## src/hw/rtl/lsom_pkg.sv

```systemverilog
// Shared types, widths, codes and the arctangent table of the scan occupancy marker.
package lsom_pkg;

  // Cell store: 15-bit cell index.
  localparam int CELL_STORE = 32768;
  localparam int ADDR_W     = 15;

  // Scan tag kept per cell; tag 0 never matches a live scan.
  localparam int EPOCH_W = 8;

  // CORDIC datapath.
  localparam int CORDIC_STEPS = 16;
  localparam int XY_W         = 33;
  localparam int Z_W          = 34;
  localparam int ATAN_W       = 31;
  localparam logic signed [XY_W-1:0] CORDIC_X0 = 33'sd652032874;

  // Shared multiplier operands and product.
  localparam int MA_W = 18;
  localparam int MB_W = 34;
  localparam int MP_W = MA_W + MB_W;

  // Cell coordinate width (signed).
  localparam int CW = 22;

  // Command codes.
  localparam logic CMD_SAMPLE = 1'b0;
  localparam logic CMD_READ   = 1'b1;

  // Register indexes.
  localparam logic [2:0] REG_RANGE_MIN   = 3'd0;
  localparam logic [2:0] REG_RANGE_MAX   = 3'd1;
  localparam logic [2:0] REG_ANGLE_START = 3'd2;
  localparam logic [2:0] REG_ANGLE_STEP  = 3'd3;
  localparam logic [2:0] REG_CELLS_PER_M = 3'd4;

  typedef enum logic [1:0] {
    ST_MARK    = 2'd0,
    ST_REJECT  = 2'd1,
    ST_OUTSIDE = 2'd2,
    ST_READ    = 2'd3
  } status_t;

  typedef struct packed {
    logic                   done;
    logic signed [XY_W-1:0] cos_v;
    logic signed [XY_W-1:0] sin_v;
  } cordic_res_t;

  // Arctangent of 2^-i, 2^32 units per turn.
  function automatic logic [ATAN_W-1:0] atan_lookup(input logic [3:0] i);
    logic [ATAN_W-1:0] v;
    case (i)
      4'd0:    v = 31'd536870912;
      4'd1:    v = 31'd316933406;
      4'd2:    v = 31'd167458907;
      4'd3:    v = 31'd85004756;
      4'd4:    v = 31'd42667331;
      4'd5:    v = 31'd21354465;
      4'd6:    v = 31'd10679838;
      4'd7:    v = 31'd5340245;
      4'd8:    v = 31'd2670163;
      4'd9:    v = 31'd1335087;
      4'd10:   v = 31'd667544;
      4'd11:   v = 31'd333772;
      4'd12:   v = 31'd166886;
      4'd13:   v = 31'd83443;
      4'd14:   v = 31'd41722;
      4'd15:   v = 31'd20861;
      default: v = '0;
    endcase
    return v;
  endfunction

endpackage

```

## src/hw/rtl/lsom_mul.sv

```systemverilog
// Shared signed multiplier with registered product.
module lsom_mul import lsom_pkg::*; (
  input  logic                   clk,
  input  logic signed [MA_W-1:0] a,
  input  logic signed [MB_W-1:0] b,
  output logic signed [MP_W-1:0] prod
);

  always_ff @(posedge clk) begin
    prod <= a * b;
  end

endmodule

```

## config.mk

```make
export PLATFORM = sky130hd
export DESIGN_NAME = lsom_mul
export DESIGN_NICKNAME = d
export VERILOG_FILES = /design/src/hw/rtl/lsom_pkg.sv /design/src/hw/rtl/lsom_mul.sv
export SDC_FILE = /design/constraint.sdc
export NUM_CORES = 2
export LEC_CHECK = 0
export ABC_AREA = 1
export ABC_CLOCK_PERIOD_IN_PS = 19100
export BUFFER_PORTS_ARGS = -buffer_cell sky130_fd_sc_hd__buf_2
export CORE_MARGIN = 2
export CORE_UTILIZATION = 45
export DETAILED_ROUTE_END_ITERATION = 12
export HOLD_SLACK_MARGIN = 0.08
export PLACE_DENSITY_LB_ADDON = 0.25
export SYNTH_ARGS = -nofsm -noshare
export SYNTH_HDL_FRONTEND = slang
export SYNTH_SLANG_ARGS = --single-unit
```

## constraint.sdc

```tcl
create_clock -name clk -period 19.1 [get_ports clk]
set_clock_uncertainty 0.05 [all_clocks]
set_input_delay 4.775 -clock clk [delete_from_list [all_inputs] [get_ports clk]]
set_output_delay 4.775 -clock clk [all_outputs]
set_load 0.05 [all_outputs]
```

==> run metrics <==
DRT Wirelength 63.4 mm; initial core utilization 45.3%; Routed wire per std cell 16.1 um; fin worst setup slack 8470 ps; most frequent cells in the layout inv_1 (1,092), nand2_1 (984), fa_1 (585); register area 1040 um^2; Most common cell on crit path fa_1; DR vias 18,618; slowest CP cell fa_1; Place WS 8180 ps; syn_nets 4,025; clock sinks 52; crit path DAT 10,790 ps; Layout area overhead 4.50%; io pins 105; FP Rows 85; Final min period 10,630 ps; htree depth 2; Buf/Inv on CP 2; Post-Syn Area 24,200 um^2; die width 236 um; Netlist cell types 28; Cells after Synth 3,262; core area 53,500 um^2; sequential area share after synthesis 4.30%; drt pass-1 iters 5; Seq cells post-synth 52; Post-synth EDFFs 0; Worst Tran Pin Value 1030 ps; vias in the first global route 20,359; Crit. End Element flop; max reg flops 52; RSZ-0062 raised after global routing false; biggest regs prod (52); final net count 4,006; CTS Buf Count 5; Mean Syn Cell Area 7.42 um^2; Buffers on Ports 104; Synth Flop Type dfxtp_1; Top Family by Delay on Critical Path adder cells; Hold Path Class in -> reg; global route total overflow 0; CTS Buffer Depth 2; type of origin of the critical path input port; CP Class in -> reg; Max Slew Vio Count 0; root buffer cell clkbuf_16; MaxCap Viol Count 0; Core Util, Final 47.3%; Post-DRT Antenna Nets 0; yosys warns 0; ys async rst share 0%; Global Route Usage Sum 24.3%; Hold Fails Final Rpt 0; fmax 94.1 MHz; # fillers 5,512; die footprint 55,700 um^2; Post-CTS Resized 0; Setup TNS 0 ps; Inserted Diodes 0; most common cell after layout, fill and taps aside inv_1; crit-path max FO 34; Top reg by flops prod; Placer Congestion 0.899; critical path required time 19,260 ps; area of the multi-input gates 18,500 um^2; HPWL after detailed placement 51.8 mm; CTS hold repair buffers 0; Worst-path clk slew 80 ps; layout cells sized above 1 5.33%; crit-path cells buf_2 > nand2_1 > fa_1 > inv_1 > fa_1 > fa_1 > fa_1 > fa_1 > fa_1 > ha_1 > nand2_1 > nor2_1 > nand2_1 > nor3_2 > nand4_1 > nand4_1 > nand2_1; TritonCTS clock tree done; DRT iter0 DRCs 908; initial antenna violation count 1; status finished, final reports clean; Post-route DRC 0; Via-to-Cell Ratio 4.73; Critical Path Max Stage Delay 790 ps; Die Height 236 um; Final setup viols 0; largest net degree at the start of global routing 36; Final Cycle Share 55.6%; Post-CTS Setup Bufs 0; first-pass GRT wire length 107 mm; Slew HR 31.6%
[synthesized netlist by cell type, types with 9 or more instances]
cell type	count	area share, %
nor2_1	81	1.3
inv_1	1093	17
nand2_1	984	15
nand2_2	13	0.34
dfxtp_1	52	4.3
clkbuf_1	130	2.0
nand3_1	47	0.97
a21oi_1	36	0.74
nor2_2	13	0.34
nand4_1	17	0.44
ha_1	125	6.5
buf_1	9	0.14
xor2_1	23	0.83
fa_1	585	48
[cell type report]
type	count	area share, %
inverter	1101	16.3
multi-input combinational	1970	73.2
sequential	52	4.12
timing repair buffer	113	2.32
tap	696	3.44
clock buffer	5	0.495
clock inverter	3	0.109
[layer usage]
| layer | routed length [um] | GRT usage (%) |
|---|---|---|
| met3 | 2540 | 1.74 |
| met2 | 32400 | 44.6 |
| met1 | 26500 | 30.8 |
| met4 | 1950 | 6.87 |
| met5 | 11 | 0 |
[cells by family (layout without fill, tap and decap cells)]
| family | after synthesis | in the layout | synth area share [%] |
|---|---|---|---|
| adders and majority gates | 710 | 710 | 54.8 |
| and+or+nand+nor | 1184 | 1184 | 19.5 |
| buffers and inverters | 1240 | 1222 | 19.2 |
| AOI/OAI and AO/OA | 47 | 47 | 1.05 |
| DFF | 52 | 52 | 4.30 |
| xor gates and xnor gates | 29 | 29 | 1.05 |
[path summary, 6_finish.rpt]
path | start | to | slack [ps] | cells after the start
max | a[6] | prod[43]$_DFF_P_ | 8470 | 17
min | b[0] | prod[0]$_DFF_P_ | 4860 | 3
[through the flow]
stage                     cells  cell area [um^2]  hold WS [ps]
final                      3940             25300          4860
after global routing       3940             25300          4880
after CTS                  3940             25300          4850
after detailed placement   3932             25100          5190
after global placement     3932             25100          5190
after floorplan            3262             24200          5000
Power is not shown: default switching activity piles up to over one toggle a cycle in this logic, so the estimate is an artifact.
