===== src/hw/rtl/lsom_pkg.sv =====
// Shared types, widths, codes and the arctangent table of the scan occupancy marker.
package lsom_pkg;

  // Cell store: 15-bit cell index.
  localparam int CELL_STORE = 32768;
  localparam int ADDR_W     = 15;

  // Scan tag kept per cell; tag 0 never matches a live scan.
  localparam int EPOCH_W = 8;

  // CORDIC datapath.
  localparam int CORDIC_STEPS = 16;
  localparam int XY_W         = 33;
  localparam int Z_W          = 34;
  localparam int ATAN_W       = 31;
  localparam logic signed [XY_W-1:0] CORDIC_X0 = 33'sd652032874;

  // Shared multiplier operands and product.
  localparam int MA_W = 18;
  localparam int MB_W = 34;
  localparam int MP_W = MA_W + MB_W;

  // Cell coordinate width (signed).
  localparam int CW = 22;

  // Command codes.
  localparam logic CMD_SAMPLE = 1'b0;
  localparam logic CMD_READ   = 1'b1;

  // Register indexes.
  localparam logic [2:0] REG_RANGE_MIN   = 3'd0;
  localparam logic [2:0] REG_RANGE_MAX   = 3'd1;
  localparam logic [2:0] REG_ANGLE_START = 3'd2;
  localparam logic [2:0] REG_ANGLE_STEP  = 3'd3;
  localparam logic [2:0] REG_CELLS_PER_M = 3'd4;

  typedef enum logic [1:0] {
    ST_MARK    = 2'd0,
    ST_REJECT  = 2'd1,
    ST_OUTSIDE = 2'd2,
    ST_READ    = 2'd3
  } status_t;

  typedef struct packed {
    logic                   done;
    logic signed [XY_W-1:0] cos_v;
    logic signed [XY_W-1:0] sin_v;
  } cordic_res_t;

  // Arctangent of 2^-i, 2^32 units per turn.
  function automatic logic [ATAN_W-1:0] atan_lookup(input logic [3:0] i);
    logic [ATAN_W-1:0] v;
    case (i)
      4'd0:    v = 31'd536870912;
      4'd1:    v = 31'd316933406;
      4'd2:    v = 31'd167458907;
      4'd3:    v = 31'd85004756;
      4'd4:    v = 31'd42667331;
      4'd5:    v = 31'd21354465;
      4'd6:    v = 31'd10679838;
      4'd7:    v = 31'd5340245;
      4'd8:    v = 31'd2670163;
      4'd9:    v = 31'd1335087;
      4'd10:   v = 31'd667544;
      4'd11:   v = 31'd333772;
      4'd12:   v = 31'd166886;
      4'd13:   v = 31'd83443;
      4'd14:   v = 31'd41722;
      4'd15:   v = 31'd20861;
      default: v = '0;
    endcase
    return v;
  endfunction

endpackage


===== src/hw/rtl/lsom_cordic.sv =====
// Iterative rotation-mode CORDIC: one micro-rotation per cycle, cos and sin in Q30.
module lsom_cordic import lsom_pkg::*; (
  input  logic        clk,
  input  logic        rst,
  input  logic        start,
  input  logic [15:0] theta,
  output cordic_res_t res
);

  localparam int CNT_W = $clog2(CORDIC_STEPS);

  logic signed [XY_W-1:0] x, y;
  logic signed [Z_W-1:0]  z;
  logic                   flip;
  logic [CNT_W-1:0]       cnt;
  logic                   busy, done;

  logic signed [16:0]     ang, ang_f;
  logic                   flip_in;
  logic signed [Z_W-1:0]  z0;
  logic signed [XY_W-1:0] dx, dy;
  logic signed [Z_W-1:0]  da;

  // Fold into +-quarter turn; results negated on a fold.
  always_comb begin
    ang = {theta[15], theta};
    if (ang > 17'sd16384) begin
      ang_f   = ang - 17'sd32768;
      flip_in = 1'b1;
    end else if (ang < -17'sd16384) begin
      ang_f   = ang + 17'sd32768;
      flip_in = 1'b1;
    end else begin
      ang_f   = ang;
      flip_in = 1'b0;
    end
    z0 = {{(Z_W-33){ang_f[16]}}, ang_f, 16'b0};
    dx = y >>> cnt;
    dy = x >>> cnt;
    da = $signed({{(Z_W-ATAN_W){1'b0}}, atan_lookup(4'(cnt))});
  end

  always_ff @(posedge clk) begin
    if (rst) begin
      busy <= 1'b0;
      done <= 1'b0;
      cnt  <= '0;
    end else if (start) begin
      busy <= 1'b1;
      done <= 1'b0;
      cnt  <= '0;
    end else if (busy) begin
      cnt <= cnt + 1'b1;
      if (cnt == CNT_W'(CORDIC_STEPS - 1)) begin
        busy <= 1'b0;
        done <= 1'b1;
      end
    end
  end

  always_ff @(posedge clk) begin
    if (start) begin
      x    <= CORDIC_X0;
      y    <= '0;
      z    <= z0;
      flip <= flip_in;
    end else if (busy) begin
      if (z >= 0) begin
        x <= x - dx;
        y <= y + dy;
        z <= z - da;
      end else begin
        x <= x + dx;
        y <= y - dy;
        z <= z + da;
      end
    end
  end

  assign res.done  = done;
  assign res.cos_v = flip ? -x : x;
  assign res.sin_v = flip ? -y : y;

endmodule


===== config.mk =====
export PLATFORM = sky130hd
export DESIGN_NAME = lsom_cordic
export DESIGN_NICKNAME = d
export VERILOG_FILES = /design/src/hw/rtl/lsom_pkg.sv /design/src/hw/rtl/lsom_cordic.sv
export SDC_FILE = /design/constraint.sdc
export NUM_CORES = 1
export LEC_CHECK = 0
export BUFFER_PORTS_ARGS = -buffer_cell sky130_fd_sc_hd__buf_4
export CAP_MARGIN = 20
export CORE_MARGIN = 3
export CORE_UTILIZATION = 50
export DETAILED_ROUTE_END_ITERATION = 8
export PLACE_DENSITY = 0.72
export SYNTH_ARGS = -nofsm -noshare
export SYNTH_HDL_FRONTEND = slang
export SYNTH_SLANG_ARGS = --single-unit

===== constraint.sdc =====
create_clock -name clk -period 7.8 [get_ports clk]
set_clock_uncertainty 0.05 [all_clocks]
set_input_delay 1.56 -clock clk [delete_from_list [all_inputs] [get_ports clk]]
set_output_delay 1.56 -clock clk [all_outputs]
set_load 0.02 [all_outputs]

==> metrics.md <==
| Metric | Value |
|---|---|
| Post-synth EDFFs | 19 |
| FF+latch count, synth | 137 |
| Crit path cell chain | buf_4 > buf_4 > mux4_2 > nand2_1 > and3_1 > a21oi_1 > or3_1 > o21ai_0 > nand2_1 > xnor2_1 > ha_1 > and2_1 > a221o_1 > or3_1 > a21oi_1 > nor3b_1 > a311o_1 > a211oi_1 > o31ai_1 > a21oi_1 > mux2i_1 > mux2_2 |
| I/O pin cnt | 86 |
| Placed instance area | about 0.017 mm2 |
| Synth Instances | approximately 2100 |
| Router iterations before antenna repair | 5 |
| Peak supply drop | ~0.21 mV |
| Via/cell ratio | slightly above 6 |
| First DRT Iteration DRCs | 1355 |
| Outcome | complete, no violations |
| Initial antenna violation count | 0 |
| Crit. End Element | flop |
| PwrDens | around 430 mW/mm2 |
| Synth cell types | between 70 and 80 |
| MaxCap Viol Count | 0 |
| Post-synthesis net count | around 2300 |
| Via Count | ~16000 |
| Core ar. | ~0.032 mm2 |
| Mean post-synth cell area | just under 8 um2 |
| Relative max-transition margin | a little under two fifths |
| Antenna Cells | 0 |
| Die X | approximately 190 um |
| Most used cell, CP | a21oi_1 |
| Crit-path max FO | between 40 and 50 |
| TritonCTS clock tree | yes |
| Slowest CP cell | mux4_2 |
| Clk Latency, worst-skew pair | 0.44 ns |
| Total grt overflow | 0 |
| Hold_buf cts | 0 |
| Fin. max-slew vios | 0 |
| Worst path top cell family by delay | compound AO/OA/AOI/OAI gates |
| Pleak | 7.36 nW |
| HPWL Detailed | approximately 35000 um |
| DRT antenna net count | 0 |
| Worst EP arrival | a little over 7 ns |
| Final instance area | between 0.015 and 0.02 mm2 |
| Period utilization | slightly below 90% |
| Residual DRC | 0 |
| Final RePlAce weighted congestion | 0.916 |
| H-tree Lvls | 4 |
| Worst-margin pin slew | 0.934 ns |
| Setup TNS | 0 ns |
| Crit-path max cell delay | ~0.65 ns |
| Top FF cell, synth | dfxtp_1 |
| Root buf cell | clkbuf_16 |
| Share of layout cells above drive strength 1 | a little under an eighth |
| WL/cell | around 19 um |
| Fin util | 55.9% |
| Min Tclk post-route | 6.93 ns |
| Req. time, crit path | 8.08 ns |
| Port bufs | 85 |
| Largest net degree at the start of global routing | 69 |
| Num CTS Buffers | 17 |
| Sequential area share after synthesis | 17.8% |
| Final net count | 2237 |
| Netlist Area Pre-Place | about 0.017 mm2 |
| Async S/R FF share, synth | 0% |
| Number of synthesis warnings | 0 |
| Layout area overhead | 8.48% |
| Reg clk slew, reported paths | ~0.07 ns |
| WS Path Type | reg -> reg |
| CTS sink count | between 100 and 150 |
| Vias in the first global route | roughly 15000 |
| FP Rows | 65 |
| Deepest clock path buffer count | 2 |
| Initial Utilization | about 52% |
| RSZ-0062 raised after global routing | no |
| Startpoint Class | flop |
| Highest Clock Rate | between 100 and 150 MHz |
| Post-cts resize count | 0 |
| Post-CTS Setup Repair Bufs | 0 |
| First-pass GRT wire length | just under 80000 um |
| Die height | between 150 and 200 um |
| Finish-stage setup viols | 0 |
| Full die area | 0.0353 mm2 |
| GR Util All Layers | between 20% and 30% |
| Buf/Inv on CP | 2 |
| HP Class | reg -> reg |
| Final wirelength | 48100 um |
| Final Hold Vio Count | 0 |
-- cells by family after synthesis --
family	share of synthesized area, %
AOI/OAI and AO/OA	22.2
xor gates and xnor gates	12.3
adders and majority gates	8.70
buffers and inverters	4.98
DFF	17.8
muxes	14.5
and+or+nand+nor	19.6
-- area by class of cell --
type | count | area [um2]
clock buffer | 19 | 454
clock inverter | 13 | 179
fill | 3057 | 14100
inverter | 61 | 229
multi-input combinational | 1781 | 12800
sequential | 137 | 2950
tap | 435 | 544
timing repair buffer | 107 | 803
-- through the flow --
| step | instances | hold WS (ns) | setup slack (ns) | power, W |
|---|---|---|---|---|
| finish | 2553 | 0.430 | 0.870 | 0.00775 |
| global route | 2553 | 0.470 | 0.451 | 0.00840 |
| CTS | 2553 | 0.430 | 0.865 | 0.00770 |
| detailed placement | 2521 | 0.414 | 0.898 | 0.00676 |
| global placement | 2521 | 0.407 | 0.934 | 0.00668 |
| floorplan | 2121 | 0.382 | 1.41 | 0.00546 |
-- metal layers --
metal / track usage (%) / up-vias / wire [um]
met4: 8.74 / 0 / 1250
li1: - / 7650 / -
met1: 34.0 / 7504 / 20200
met5: 0 / - / 0
met2: 46.8 / 636 / 23300
met3: 3.89 / 87 / 3350
-- final timing paths --
check,from,to,slack (ns),cells after the start
max,cnt[1]$_SDFFE_PP0P_,x[32]$_SDFFE_PP0P_,0.87,22
min reg2reg,z[13]$_SDFFE_PP0P_,z[13]$_SDFFE_PP0P_,0.43,2
min,z[13]$_SDFFE_PP0P_,z[13]$_SDFFE_PP0P_,0.43,2
max reg2reg,cnt[1]$_SDFFE_PP0P_,x[32]$_SDFFE_PP0P_,0.87,22
-- flip-flops by register name (all words and copies together) (netlist names) --
signal	count
x	33
flip	1
da	30
cnt	4
y	33
done	1
z	34
busy	1
-- synth_stat cells, drive strengths merged, types with 5 or more instances --
cell type	n	area, um2
a21o	54	405
nand3	38	190
ha	110	1380
nor3	20	100
nand2b	21	131
clkbuf	88	332
mux4	66	1490
o21a	18	135
nor2b	22	138
a32o	6	60.1
nor2	158	593
or2	12	75.1
dfxtp	118	2360
o31ai	39	298
a21boi	5	37.5
nand2	301	1130
or4	18	146
a211oi	19	143
or3	23	149
xnor2	147	1290
a31o	5	43.8
o21ai	175	876
o21bai	15	113
o211ai	12	90.1
inv	60	225
o41ai	18	180
a21oi	146	731
nor4	12	81.3
xor2	85	744
edfxtp	19	571
mux2	16	180
buf	54	263
a211o	10	87.6
and2	15	93.8
and3	26	163
nand3b	7	52.6
a31oi	24	150
nand4	13	81.3
mux2i	72	721
-- worst register-to-register path, stage by stage, from the launching register on --
cell	delay (ns)
dfxtp_4	0.47
buf_4	0.47
buf_4	0.65
mux4_2	0.66
nand2_1	0.09
and3_1	0.15
a21oi_1	0.07
or3_1	0.47
o21ai_0	0.30
nand2_1	0.11
xnor2_1	0.26
ha_1	0.32
and2_1	0.21
a221o_1	0.39
or3_1	0.32
a21oi_1	0.17
nor3b_1	0.12
a311o_1	0.39
a211oi_1	0.30
o31ai_1	0.13
a21oi_1	0.19
mux2i_1	0.22
mux2_2	0.34
-- cell usage in the layout (no fill, tap or decap), types with 11 or more instances in the layout --
cell type,Yosys,routed
mux2_2,16,16
o41ai_1,15,15
o211ai_1,12,12
nor3_1,20,20
nor4_1,11,11
o31ai_1,38,38
a31oi_1,24,24
nor2_1,158,158
o21bai_1,15,15
nand2_1,301,301
clkbuf_16,0,18
or4_1,15,15
o21a_1,18,18
a21oi_1,146,146
xnor2_1,147,147
nand3_1,38,38
nand2b_1,21,21
buf_4,4,107
edfxtp_1,19,19
o21ai_0,174,174
dfxtp_1,118,113
mux4_2,66,66
and2_1,15,15
a21o_1,54,54
nor2b_1,22,22
or3_1,22,22
ha_1,110,110
inv_1,58,58
nand4_1,13,13
a211oi_1,19,19
mux2i_1,72,72
and3_1,26,26
xor2_1,85,85
-- power by group --
| part | total (W) | internal (W) | switching [W] |
|---|---|---|---|
| registers | 0.00141 | 0.000902 | 0.000507 |
| logic | 0.00544 | 0.00247 | 0.00297 |
| clock network | 0.000902 | 0.000532 | 0.000370 |
| total | 0.00775 | 0.00391 | 0.00384 |
No activity file was read; power rests on OpenSTA's default activity.
